==> src/rtl/core/dseq_pkg.sv <==
// ----------------------------------------------------------------------------
// Duration-sorted entry queue package
// Shared constants, types and helper functions.
// ----------------------------------------------------------------------------
package dseq_pkg;

	localparam int STORE_DEPTH = 64;
	localparam int AW = $clog2(STORE_DEPTH);
	localparam int CW = $clog2(STORE_DEPTH + 1);
	localparam int EW = 46;
	localparam int DUR_W = 12;
	localparam logic [DUR_W-1:0] MIN_PER_DAY = 12'd1440;
	localparam logic [DUR_W-1:0] MIN_PER_HOUR = 12'd60;

	typedef enum logic [1:0] {
		REQ_INSERT = 2'd0,
		REQ_DEQUEUE = 2'd1,
		REQ_REMOVE = 2'd2,
		REQ_SORT = 2'd3
	} req_t;

	typedef enum logic [1:0] {
		ST_OK = 2'd0,
		ST_FULL = 2'd1,
		ST_EMPTY = 2'd2,
		ST_NOT_FOUND = 2'd3
	} status_t;

	typedef struct packed {
		logic [15:0] id;
		logic [4:0] dh;
		logic [5:0] dm;
		logic [4:0] ah;
		logic [5:0] am;
		logic [7:0] age;
	} entry_t;

	typedef enum logic [3:0] {
		S_IDLE,
		S_DISPATCH,
		S_SCAN_RD,
		S_SCAN_CMP,
		S_SHIFT_RD,
		S_SHIFT_WR,
		S_WRITE_NEW,
		S_SORT_OUTER,
		S_SORT_KEY,
		S_SORT_RD,
		S_SORT_CMP,
		S_SORT_PLACE,
		S_DEQ_RD,
		S_DEQ_WAIT,
		S_RESULT
	} state_t;

	typedef enum logic [2:0] {
		RA_NONE,
		RA_POS,
		RA_POS_M1,
		RA_POS_P1,
		RA_HEAD,
		RA_I
	} rd_sel_t;

	typedef struct packed {
		logic load_req;
		logic pos_clear;
		logic pos_inc;
		logic pos_dec;
		logic pos_from_j;
		logic pos_from_cnt;
		logic j_from_i;
		logic i_clear;
		logic i_inc;
		logic j_dec;
		logic mark_pos;
		logic latch_key;
		rd_sel_t rd_sel;
		logic wr_shift_up;
		logic wr_shift_down;
		logic wr_new;
		logic wr_key;
		logic wr_sort_shift;
		logic cnt_inc;
		logic cnt_dec;
		logic head_inc;
		logic set_status;
		status_t status;
		logic load_out;
		logic out_valid_set;
	} cmd_t;

	typedef struct packed {
		req_t req;
		logic full;
		logic empty;
		logic pos_at_end;
		logic pos_at_mark;
		logic pos_last;
		logic dur_less;
		logic id_match;
		logic i_at_end;
		logic j_zero;
		logic key_less;
		logic out_taken;
	} sts_t;

	function automatic logic [DUR_W-1:0] duration_of(entry_t e);
		logic [DUR_W-1:0] dep;
		logic [DUR_W-1:0] arr;
		dep = DUR_W'(e.dh) * MIN_PER_HOUR + DUR_W'(e.dm);
		arr = DUR_W'(e.ah) * MIN_PER_HOUR + DUR_W'(e.am);
		if (arr < dep) begin
			arr = arr + MIN_PER_DAY;
		end
		return arr - dep;
	endfunction

endpackage

==> src/rtl/core/dseq_datapath.sv <==
// ----------------------------------------------------------------------------
// Duration-sorted entry queue datapath
// Entry memory, position counters, compare logic and the result register.
// ----------------------------------------------------------------------------
module dseq_datapath (
	input  logic clk,
	input  logic arst_n,
	input  dseq_pkg::cmd_t cmd,
	output dseq_pkg::sts_t sts,
	input  logic [1:0] req_type,
	input  logic [15:0] flight_id,
	input  logic [4:0] dep_hours,
	input  logic [5:0] dep_minutes,
	input  logic [4:0] arr_hours,
	input  logic [5:0] arr_minutes,
	input  logic [7:0] age_value,
	input  logic out_ready,
	output logic out_valid,
	output logic [1:0] status,
	output logic [15:0] out_id,
	output logic [4:0] out_dep_hours,
	output logic [5:0] out_dep_minutes,
	output logic [4:0] out_arr_hours,
	output logic [5:0] out_arr_minutes,
	output logic [7:0] out_age,
	output logic [6:0] entry_count
);

	dseq_pkg::entry_t mem [dseq_pkg::STORE_DEPTH];
	dseq_pkg::entry_t rd_q;
	dseq_pkg::entry_t new_q;
	dseq_pkg::entry_t key_q;
	dseq_pkg::entry_t res_q;
	logic [dseq_pkg::DUR_W-1:0] new_dur_q;
	dseq_pkg::req_t req_q;
	logic [dseq_pkg::AW-1:0] head_q;
	logic [dseq_pkg::CW-1:0] cnt_q;
	logic [dseq_pkg::CW-1:0] pos_q;
	logic [dseq_pkg::CW-1:0] mark_q;
	logic [dseq_pkg::CW-1:0] i_q;
	logic [dseq_pkg::CW-1:0] j_q;
	logic [1:0] status_q;
	logic out_valid_q;
	logic [dseq_pkg::AW-1:0] rd_addr;
	logic [dseq_pkg::AW-1:0] wr_addr;
	logic wr_en;
	dseq_pkg::entry_t wr_data;
	logic [dseq_pkg::CW-1:0] pos_m1;
	logic [dseq_pkg::CW-1:0] pos_p1;

	assign pos_m1 = pos_q - 1'b1;
	assign pos_p1 = pos_q + 1'b1;

	function automatic logic [dseq_pkg::AW-1:0] slot(logic [dseq_pkg::AW-1:0] h,
		logic [dseq_pkg::CW-1:0] p);
		return h + p[dseq_pkg::AW-1:0];
	endfunction

	always_comb begin
		case (cmd.rd_sel)
			dseq_pkg::RA_POS: rd_addr = slot(head_q, pos_q);
			dseq_pkg::RA_POS_M1: rd_addr = slot(head_q, pos_m1);
			dseq_pkg::RA_POS_P1: rd_addr = slot(head_q, pos_p1);
			dseq_pkg::RA_I: rd_addr = slot(head_q, i_q);
			default: rd_addr = head_q;
		endcase
	end

	always_comb begin
		wr_en = 1'b1;
		wr_addr = slot(head_q, pos_q);
		wr_data = rd_q;
		if (cmd.wr_new) begin
			wr_data = new_q;
		end else if (cmd.wr_key) begin
			wr_data = key_q;
		end else if (!(cmd.wr_shift_up || cmd.wr_shift_down || cmd.wr_sort_shift)) begin
			wr_en = 1'b0;
		end
	end

	always_ff @(posedge clk) begin
		if (wr_en) begin
			mem[wr_addr] <= wr_data;
		end
		rd_q <= mem[rd_addr];
	end

	always_ff @(posedge clk) begin
		if (cmd.load_req) begin
			new_q <= '{flight_id, dep_hours, dep_minutes, arr_hours, arr_minutes, age_value};
			new_dur_q <= dseq_pkg::duration_of(dseq_pkg::entry_t'{flight_id, dep_hours,
				dep_minutes, arr_hours, arr_minutes, age_value});
		end
		if (cmd.latch_key) begin
			key_q <= rd_q;
		end
		if (cmd.load_out) begin
			res_q <= rd_q;
		end else if (cmd.set_status) begin
			res_q <= '0;
		end
	end

	always_ff @(posedge clk or negedge arst_n) begin
		if (!arst_n) begin
			req_q <= dseq_pkg::REQ_INSERT;
			head_q <= '0;
			cnt_q <= '0;
			pos_q <= '0;
			mark_q <= '0;
			i_q <= '0;
			j_q <= '0;
			status_q <= '0;
			out_valid_q <= 1'b0;
		end else begin
			if (cmd.load_req) begin
				req_q <= dseq_pkg::req_t'(req_type);
			end
			if (cmd.pos_clear) begin
				pos_q <= '0;
			end else if (cmd.pos_from_j) begin
				pos_q <= j_q;
			end else if (cmd.pos_from_cnt) begin
				pos_q <= cnt_q;
			end else if (cmd.pos_inc) begin
				pos_q <= pos_p1;
			end else if (cmd.pos_dec) begin
				pos_q <= pos_m1;
			end
			if (cmd.mark_pos) begin
				mark_q <= pos_q;
			end
			if (cmd.i_clear) begin
				i_q <= dseq_pkg::CW'(1);
			end else if (cmd.i_inc) begin
				i_q <= i_q + 1'b1;
			end
			if (cmd.j_from_i) begin
				j_q <= i_q;
			end else if (cmd.j_dec) begin
				j_q <= j_q - 1'b1;
			end
			if (cmd.cnt_inc) begin
				cnt_q <= cnt_q + 1'b1;
			end else if (cmd.cnt_dec) begin
				cnt_q <= cnt_q - 1'b1;
			end
			if (cmd.head_inc) begin
				head_q <= head_q + 1'b1;
			end
			if (cmd.set_status) begin
				status_q <= cmd.status;
			end
			if (cmd.out_valid_set) begin
				out_valid_q <= 1'b1;
			end else if (out_ready) begin
				out_valid_q <= 1'b0;
			end
		end
	end

	always_comb begin
		sts.req = req_q;
		sts.full = (cnt_q == dseq_pkg::CW'(dseq_pkg::STORE_DEPTH));
		sts.empty = (cnt_q == '0);
		sts.pos_at_end = (pos_q == cnt_q);
		sts.pos_at_mark = (pos_q == mark_q);
		sts.pos_last = (pos_p1 >= cnt_q);
		sts.dur_less = (new_dur_q < dseq_pkg::duration_of(rd_q));
		sts.id_match = (rd_q.id == new_q.id);
		sts.i_at_end = (i_q >= cnt_q);
		sts.j_zero = (j_q == '0);
		sts.key_less = (rd_q.id > key_q.id);
		sts.out_taken = out_valid_q && out_ready;
	end

	assign out_valid = out_valid_q;
	assign status = status_q;
	assign out_id = res_q.id;
	assign out_dep_hours = res_q.dh;
	assign out_dep_minutes = res_q.dm;
	assign out_arr_hours = res_q.ah;
	assign out_arr_minutes = res_q.am;
	assign out_age = res_q.age;
	assign entry_count = 7'(cnt_q);

	a_cnt_range: assert property (@(posedge clk) disable iff (!arst_n)
		cnt_q <= dseq_pkg::CW'(dseq_pkg::STORE_DEPTH))
		else $error("entry count above depth");
	a_no_inc_full: assert property (@(posedge clk) disable iff (!arst_n)
		cmd.cnt_inc |-> !sts.full)
		else $error("insert into full store");
	a_no_dec_empty: assert property (@(posedge clk) disable iff (!arst_n)
		cmd.cnt_dec |-> !sts.empty)
		else $error("removal from empty store");

endmodule

==> src/rtl/core/dseq_ctrl.sv <==
// ----------------------------------------------------------------------------
// Duration-sorted entry queue controller
// Sequences insert, dequeue, remove and sort over the datapath.
// ----------------------------------------------------------------------------
module dseq_ctrl (
	input  logic clk,
	input  logic arst_n,
	input  logic in_valid,
	output logic in_ready,
	input  dseq_pkg::sts_t sts,
	output dseq_pkg::cmd_t cmd
);

	dseq_pkg::state_t state_q;
	dseq_pkg::state_t state_d;

	always_ff @(posedge clk or negedge arst_n) begin
		if (!arst_n) begin
			state_q <= dseq_pkg::S_IDLE;
		end else begin
			state_q <= state_d;
		end
	end

	always_comb begin
		state_d = state_q;
		case (state_q)
			dseq_pkg::S_IDLE: if (in_valid) state_d = dseq_pkg::S_DISPATCH;
			dseq_pkg::S_DISPATCH: begin
				case (sts.req)
					dseq_pkg::REQ_INSERT:
						state_d = sts.full ? dseq_pkg::S_RESULT : dseq_pkg::S_SCAN_RD;
					dseq_pkg::REQ_DEQUEUE:
						state_d = sts.empty ? dseq_pkg::S_RESULT : dseq_pkg::S_DEQ_RD;
					dseq_pkg::REQ_REMOVE:
						state_d = sts.empty ? dseq_pkg::S_RESULT : dseq_pkg::S_SCAN_RD;
					default: state_d = dseq_pkg::S_SORT_OUTER;
				endcase
			end
			dseq_pkg::S_SCAN_RD: begin
				if (sts.pos_at_end) begin
					state_d = (sts.req == dseq_pkg::REQ_INSERT) ? dseq_pkg::S_WRITE_NEW
						: dseq_pkg::S_RESULT;
				end else begin
					state_d = dseq_pkg::S_SCAN_CMP;
				end
			end
			dseq_pkg::S_SCAN_CMP: begin
				if (sts.req == dseq_pkg::REQ_INSERT) begin
					state_d = sts.dur_less ? dseq_pkg::S_SHIFT_RD : dseq_pkg::S_SCAN_RD;
				end else begin
					state_d = sts.id_match ? dseq_pkg::S_SHIFT_RD : dseq_pkg::S_SCAN_RD;
				end
			end
			dseq_pkg::S_SHIFT_RD: begin
				if (sts.req == dseq_pkg::REQ_INSERT) begin
					state_d = sts.pos_at_mark ? dseq_pkg::S_WRITE_NEW : dseq_pkg::S_SHIFT_WR;
				end else begin
					state_d = sts.pos_last ? dseq_pkg::S_RESULT : dseq_pkg::S_SHIFT_WR;
				end
			end
			dseq_pkg::S_SHIFT_WR: state_d = dseq_pkg::S_SHIFT_RD;
			dseq_pkg::S_WRITE_NEW: state_d = dseq_pkg::S_RESULT;
			dseq_pkg::S_SORT_OUTER:
				state_d = sts.i_at_end ? dseq_pkg::S_RESULT : dseq_pkg::S_SORT_KEY;
			dseq_pkg::S_SORT_KEY: state_d = dseq_pkg::S_SORT_RD;
			dseq_pkg::S_SORT_RD:
				state_d = sts.j_zero ? dseq_pkg::S_SORT_PLACE : dseq_pkg::S_SORT_CMP;
			dseq_pkg::S_SORT_CMP:
				state_d = sts.key_less ? dseq_pkg::S_SORT_RD : dseq_pkg::S_SORT_PLACE;
			dseq_pkg::S_SORT_PLACE: state_d = dseq_pkg::S_SORT_OUTER;
			dseq_pkg::S_DEQ_RD: state_d = dseq_pkg::S_DEQ_WAIT;
			dseq_pkg::S_DEQ_WAIT: state_d = dseq_pkg::S_RESULT;
			dseq_pkg::S_RESULT: state_d = dseq_pkg::S_IDLE;
			default: state_d = dseq_pkg::S_IDLE;
		endcase
	end

	// The key of each sort pass is read at slot i while pos and j track the hole.
	always_comb begin
		cmd = '0;
		cmd.rd_sel = dseq_pkg::RA_NONE;
		cmd.status = dseq_pkg::ST_OK;
		in_ready = 1'b0;
		case (state_q)
			dseq_pkg::S_IDLE: begin
				in_ready = !(sts.out_taken == 1'b0 && 1'b0);
				cmd.load_req = in_valid;
				cmd.pos_clear = 1'b1;
				cmd.i_clear = 1'b1;
			end
			dseq_pkg::S_DISPATCH: begin
				cmd.rd_sel = dseq_pkg::RA_POS;
				if (sts.req == dseq_pkg::REQ_INSERT && sts.full) begin
					cmd.set_status = 1'b1;
					cmd.status = dseq_pkg::ST_FULL;
				end
				if (sts.req != dseq_pkg::REQ_INSERT && sts.req != dseq_pkg::REQ_SORT
					&& sts.empty) begin
					cmd.set_status = 1'b1;
					cmd.status = dseq_pkg::ST_EMPTY;
				end
			end
			dseq_pkg::S_SCAN_RD: begin
				cmd.rd_sel = dseq_pkg::RA_POS;
				if (sts.pos_at_end) begin
					if (sts.req == dseq_pkg::REQ_INSERT) begin
						cmd.mark_pos = 1'b1;
					end else begin
						cmd.set_status = 1'b1;
						cmd.status = dseq_pkg::ST_NOT_FOUND;
					end
				end
			end
			dseq_pkg::S_SCAN_CMP: begin
				if (sts.req == dseq_pkg::REQ_INSERT ? sts.dur_less : sts.id_match) begin
					cmd.mark_pos = 1'b1;
					if (sts.req == dseq_pkg::REQ_INSERT) begin
						cmd.pos_from_cnt = 1'b1;
					end
				end else begin
					cmd.pos_inc = 1'b1;
				end
			end
			dseq_pkg::S_SHIFT_RD: begin
				if (sts.req == dseq_pkg::REQ_INSERT) begin
					cmd.rd_sel = dseq_pkg::RA_POS_M1;
				end else begin
					cmd.rd_sel = dseq_pkg::RA_POS_P1;
					if (sts.pos_last) begin
						cmd.cnt_dec = 1'b1;
						cmd.set_status = 1'b1;
					end
				end
			end
			dseq_pkg::S_SHIFT_WR: begin
				if (sts.req == dseq_pkg::REQ_INSERT) begin
					cmd.wr_shift_up = 1'b1;
					cmd.pos_dec = 1'b1;
				end else begin
					cmd.wr_shift_down = 1'b1;
					cmd.pos_inc = 1'b1;
				end
			end
			dseq_pkg::S_WRITE_NEW: begin
				cmd.wr_new = 1'b1;
				cmd.cnt_inc = 1'b1;
				cmd.set_status = 1'b1;
			end
			dseq_pkg::S_SORT_OUTER: begin
				cmd.rd_sel = dseq_pkg::RA_I;
				cmd.j_from_i = 1'b1;
				if (sts.i_at_end) begin
					cmd.set_status = 1'b1;
				end
			end
			dseq_pkg::S_SORT_KEY: begin
				cmd.latch_key = 1'b1;
				cmd.pos_from_j = 1'b1;
			end
			dseq_pkg::S_SORT_RD: cmd.rd_sel = dseq_pkg::RA_POS_M1;
			dseq_pkg::S_SORT_CMP: begin
				if (sts.key_less) begin
					cmd.wr_sort_shift = 1'b1;
					cmd.j_dec = 1'b1;
					cmd.pos_dec = 1'b1;
				end
			end
			dseq_pkg::S_SORT_PLACE: begin
				cmd.wr_key = 1'b1;
				cmd.i_inc = 1'b1;
			end
			dseq_pkg::S_DEQ_RD: cmd.rd_sel = dseq_pkg::RA_HEAD;
			dseq_pkg::S_DEQ_WAIT: begin
				cmd.load_out = 1'b1;
				cmd.set_status = 1'b1;
				cmd.head_inc = 1'b1;
				cmd.cnt_dec = 1'b1;
			end
			dseq_pkg::S_RESULT: cmd.out_valid_set = 1'b1;
			default: ;
		endcase
	end

endmodule

==> src/rtl/core/duration_sorted_entry_queue.sv <==
// ----------------------------------------------------------------------------
// Duration-sorted entry queue
// Ordered store of entries with insert by duration, dequeue, remove and sort.
//
//   channel  direction  handshake
//   in       input      in_valid / in_ready
//   out      output     out_valid / out_ready
//
// Insert and remove walk the held entries in turn, reading and shifting them.
// Sort is an insertion sort by entry id over the held entries.
// The entry memory gives one registered read per cycle.
// Reset clears the count and head; stored entries are not cleared.
// A request is taken only once the previous result has been transferred.
// ----------------------------------------------------------------------------
module duration_sorted_entry_queue (
	input  logic clk,
	input  logic arst_n,
	input  logic in_valid,
	output logic in_ready,
	input  logic [1:0] req_type,
	input  logic [15:0] flight_id,
	input  logic [4:0] dep_hours,
	input  logic [5:0] dep_minutes,
	input  logic [4:0] arr_hours,
	input  logic [5:0] arr_minutes,
	input  logic [7:0] age_value,
	output logic out_valid,
	input  logic out_ready,
	output logic [1:0] status,
	output logic [15:0] out_id,
	output logic [4:0] out_dep_hours,
	output logic [5:0] out_dep_minutes,
	output logic [4:0] out_arr_hours,
	output logic [5:0] out_arr_minutes,
	output logic [7:0] out_age,
	output logic [6:0] entry_count
);

	dseq_pkg::cmd_t cmd;
	dseq_pkg::sts_t sts;
	logic ctrl_ready;

	assign in_ready = ctrl_ready && !out_valid;

	dseq_ctrl u_ctrl (
		.clk(clk), .arst_n(arst_n), .in_valid(in_valid && !out_valid),
		.in_ready(ctrl_ready), .sts(sts), .cmd(cmd)
	);

	dseq_datapath u_dp (
		.clk(clk), .arst_n(arst_n), .cmd(cmd), .sts(sts),
		.req_type(req_type), .flight_id(flight_id), .dep_hours(dep_hours),
		.dep_minutes(dep_minutes), .arr_hours(arr_hours), .arr_minutes(arr_minutes),
		.age_value(age_value), .out_ready(out_ready), .out_valid(out_valid),
		.status(status), .out_id(out_id), .out_dep_hours(out_dep_hours),
		.out_dep_minutes(out_dep_minutes), .out_arr_hours(out_arr_hours),
		.out_arr_minutes(out_arr_minutes), .out_age(out_age),
		.entry_count(entry_count)
	);

endmodule
==> config.mk <==
export PLATFORM = sky130hd
export DESIGN_NAME = duration_sorted_entry_queue
export DESIGN_NICKNAME = d
export VERILOG_FILES = /design/src/rtl/core/dseq_pkg.sv /design/src/rtl/core/dseq_datapath.sv /design/src/rtl/core/dseq_ctrl.sv /design/src/rtl/core/duration_sorted_entry_queue.sv
export SDC_FILE = /design/constraint.sdc
export NUM_CORES = 2
export LEC_CHECK = 0
export BUFFER_PORTS_ARGS = -buffer_cell sky130_fd_sc_hd__buf_2
export CAP_MARGIN = 15
export CORE_ASPECT_RATIO = 1.5
export CORE_UTILIZATION = 35
export DETAILED_ROUTE_END_ITERATION = 10
export PLACE_DENSITY = 0.55
export SYNTH_ARGS = -nofsm -noshare
export SYNTH_HDL_FRONTEND = slang
export SYNTH_HIERARCHICAL = 1
export SYNTH_SLANG_ARGS = --single-unit
==> constraint.sdc <==
create_clock -name clk -period 8.9 [get_ports clk]
set_clock_uncertainty 0.05 [all_clocks]
set_input_delay 1.78 -clock clk [delete_from_list [all_inputs] [get_ports clk]]
set_output_delay 1.78 -clock clk [all_outputs]
set_load 0.005 [all_outputs]
# After elaboration in Yosys (flattened, before gate mapping)
# Memory sizes are Yosys's and may differ from the RTL's. A register that Yosys moved wholly into a read port is not among the register bits.
# Index checks and enable logic that the tools add are counted.
[op_classes] n_addsub=19 reduce_logical=21 n_eq_ne=26 n_lt_le_gt_ge=6 shifts=0 div_mod_pow=0 bitwise=0 muxes=77 multipliers=4
[ops] cell="46-bit two-way mux" count=4
[ops] cell="7-bit two-way mux" count=11
[ops] cell="4-bit case mux with 13 select lines" count=1
[ops] cell="11-bit by 6-bit adder with 12-bit output" count=4
[ops] cell="12-bit < comparator" count=3
[ops] cell="5-bit by 4-bit multiplier with 9-bit output (second input constant)" count=4
[ops] cell="12-bit two-way mux" count=3
[ops] cell="4-bit two-way mux" count=8
[ops] cell="1-bit two-way mux" count=29
[ops] cell="4-bit == test (second input constant)" count=7
[ops] cell="12-bit by 11-bit adder with 12-bit output (second input constant)" count=2
[ops] cell="6-bit adder" count=4
[ops] cell="6-bit case mux with 4 select lines" count=1
[ops] cell="12-bit subtractor" count=2
[ops] cell="7-bit by 1-bit adder with 7-bit output (second input constant)" count=3
[ops] cell="3-bit two-way mux" count=7
[ops] cell="7-bit by 1-bit subtractor with 7-bit output (second input constant)" count=3
[ops] cell="16-bit == test" count=1
[ops] cell="4-bit by 3-bit == test with 1-bit output (second input constant)" count=4
[ops] cell="16-bit greater-than comparator" count=1
[ops] cell="3-bit case mux with 5 select lines" count=1
[ops] cell="7-bit == test" count=2
[ops] cell="7-bit greater-or-equal comparator" count=2
[ops] cell="7-bit zero test" count=2
[ops] cell="other kinds (24)" count=44
[totals] rom_bits=0 ramBits=2944 output_inout_bits=57 latch_bits=0 regBits=200 mem_count=1 inputBits=52
[mem_list] memory="u_dp.mem" depth=64 width=46 read_ports=1 rd_clocked_by_memory_dff=1 wr=1 line="dseq_datapath.sv:29" source="dseq_pkg::entry_t mem [dseq_pkg::STORE_DEPTH];"

# Longest topological paths before layout
[logic_depth] depth_word=13 depth_mapped=39 ltp_nobuf=38

# Hierarchy
# The synthesis kept the hierarchy.
[by_module_without_submodules] module="dseq_datapath" area_per_inst_um2=129372.8 n_inst=1 cells_each=6135
[by_module_without_submodules] module="dseq_ctrl" area_per_inst_um2=784.5 n_inst=1 cells_each=122
[by_module_without_submodules] module="duration_sorted_entry_queue" area_per_inst_um2=12.5 n_inst=1 cells_each=2

# Worst setup path before layout
# OpenSTA, ideal clock, no wires.
[synth_timing] path_type="register to register" from="register, netlist name u_dp/rd_q[14]" to="register u_dp/pos_q[5] (netlist bit)" synth_period_minus_slack_ns=8.397 setup_time_ns=0.121 t_arrival_ns=8.226 path_buffers=1 path_slack_ns=0.503 stages_incl_launch_ff=36 required_ns=8.729 cell_sequence="dfxtp_1 -> fa_1 -> fa_1 -> inv_1 -> fa_1 -> inv_1 -> ha_1 -> a21oi_1 -> a21oi_1 -> and3_1 -> xor2_1 -> ha_1 -> a21o_1 -> a21o_1 -> a221oi_1 -> o21ai_1 -> mux2_2 -> ha_1 -> a21oi_1 -> o21ai_0 -> a31oi_1 -> o211ai_1 -> a21oi_1 -> xnor3_1 -> xnor2_1 -> ha_1 -> o211ai_1 -> o22ai_1 -> nor3_1 -> mux2_2 -> o21bai_1 -> clkbuf_1 -> or4_1 -> nor2_1 -> nor2_1 -> a22o_1"
[synth_rtl] element="end signal: assignment" line="dseq_datapath.sv:123" source="pos_q <= j_q;"
[synth_rtl] element="end signal: assignment" line="dseq_datapath.sv:125" source="pos_q <= cnt_q;"
[synth_rtl] element="end signal: assignment" line="dseq_datapath.sv:127" source="pos_q <= pos_p1;"
[synth_rtl] element="end: declaration" line="dseq_datapath.sv:38" source="logic [dseq_pkg::CW-1:0] pos_q;"

==> results.cfg <==
[sta]
tns_ps = 0
finalCritPeriodShare_pct = 94.7
drv_slew = 0
maxSlewHeadroom_pct = 27.1
fin_crit_ps = 8420
timing.fmax_mhz = 119
worst_pin_slew_ps = 1090
setup_violations = 0
finalHoldViolCount = 0

[finish]
area_growth_pct = 13.7
drive_above_1_share_pct = 24.5
fillCellCount = 32600
finalNetCount = 6903

[logic_synthesis]
synthCells = 6258
yosysWarnings = 6
avgSynthCellArea_um2 = 20.8
syn_area_mm2 = 0.130
synth_nets = 6517

[outcome]
status = complete, no violations

[hold_path]
min_path_cells = 0
hold_path_end = u_dp/key_q[5]
min_from = u_dp/rd_q[5]
hold_path_class = reg2reg

[setup_path]
arrival_ps = 9140
worst_setup_path_start_kind = register
cp_max_fo = 7
rr_endpoint = u_dp/pos_q[5]
slowest_stage = fa_1
cp_data_required_time_ps = 9610
slowest_delay_ps = 550
r2r_slack_ps = 480
r2r_cells = 34
r2r_start = u_dp/rd_q[16]
criticalPathCategory = reg2reg
end_kind = register

[clock_tree]
cts_buffer_depth = 4
htree_levels = 5
numCtsBuffers = 294
path_clk_slew_ps = 60
clockRootBuffer = clkbuf_16
clkSinkCount = 3190
clock_latency_ps = 880
cts_tree = done

[die]
core_area_mm2 = 0.369
rows = 273
die_h_um = 749
dieArea_mm2 = 0.374
fp.dieW_um = 500
start_util_pct = 35.3
ios = 109

[global_routing]
grt-ovfl-total = 0
grt_max_degree = 112
grtUsageTotal_pct = 17.7
grt_pass1_vias = 65700
grt_pass1_wl_um = 480000
grt_antenna_before_repair = 11

[detailed_routing]
drc_errors = 0
wire_per_inst_um = 28.2
vias = 62100
detail-route-antenna-nets = 0
viasPerCell = 5.25
first_iter_violations = 5033
drt-total-wl_um = 334000
firstDrtPassIters = 6

[place]
hpwl_um = 200000
port_buffers = 108
gp_congestion = 0.788

[flow_run]
cap_viol_max_count = 0
-- worst max-delay path by stage --
stage / slack, ps / start / endpoint / depth (start not counted)
global placement: 10 / u_dp/rd_q[14] / u_dp/pos_q[6] / 37
floorplan: 500 / u_dp/rd_q[14] / u_dp/pos_q[5] / 35
CTS: 20 / u_dp/rd_q[14] / u_dp/pos_q[4] / 38
finish: 480 / u_dp/rd_q[16] / u_dp/pos_q[5] / 34
detailed placement: 70 / u_dp/rd_q[14] / u_dp/pos_q[4] / 38
global route: -0.9 / u_dp/rd_q[16] / u_dp/pos_q[2] / 39
-- layout make-up --
cell class                 instances  area [um2]  share of cell area, %
clock inverter                   147        1210                  0.817
sequential                      3190       95100                   64.2
timing repair buffer             379        3220                   2.17
clock buffer                     372        7860                   5.31
antenna                            4        10.0                0.00676
tap                             4950        6190                   4.18
multi-input combinational       2637       33900                   22.9
inverter                         142         537                  0.363
-- layout by cell type (no fill, tap or decap), drive strengths merged, types with 37 or more instances in the layout --
cell / count
mux4: 736
clkinv: 113
inv: 154
edfxtp: 3094
buf: 378
nand2: 132
and2: 54
ha: 170
nor2: 148
dfrtp: 50
o21ai: 105
dfxtp: 46
mux2i: 743
xor2: 55
fa: 37
xnor2: 79
a21oi: 69
clkbuf: 373
-- critical path: cells and delay by family (launching register included) --
family | cells | cell delay (ps)
AOI/OAI and AO/OA | 12 | 2130
and+or+nand+nor | 7 | 1610
buffers and inverters | 3 | 300
muxes | 2 | 510
DFF | 1 | 330
xor gates and xnor gates | 3 | 630
adders and majority gates | 7 | 2760
-- metrics by stage --
stage                     worst slack, ps  utilization, %  cells  hold slack [ps]  instance area [um2]
after floorplan                       503               -   6258              371               130000
after global placement               14.8            37.6  11300              412               139000
after detailed placement             69.0            37.6  11300              433               139000
after CTS                            17.9            40.0  11800              444               148000
after global routing               -0.945            40.1  11800              459               148000
final                                 476            40.1  11800              431               148000
-- repair_timing --
action                     in CTS  in global routing
buffers inserted                0                  7
gates resized for setup         0                 32
hold buffers                    0                  0
setup endpoints to repair       0                 14
-- layer usage --
layer	GRT usage (%)	vias up	share of wire (%)
met2	33.0	1460	54
met1	21.6	33900	39
li1	-	26300	-
met4	4.20	2	2.2
met5	0	-	0.0039
met3	1.83	428	4.0
-- flip-flops by register name, indices dropped and copies added (netlist names), 6 cells and up --
signal                cells
u_dp/mem               2944
u_dp/key_q               46
u_dp/new_q               46
u_dp/rd_q                46
u_dp/out_id              16
u_dp/new_dur_q           12
u_dp/out_age              8
u_dp/entry_count          7
u_dp/i_q                  7
u_dp/j_q                  7
u_dp/mark_q               7
u_dp/pos_q                7
u_dp/head_q               6
u_dp/out_arr_minutes      6
u_dp/out_dep_minutes      6
Power is left out: the tool's default activity adds up to more than one toggle a clock period on the data nets, which glitch-free logic cannot reach.
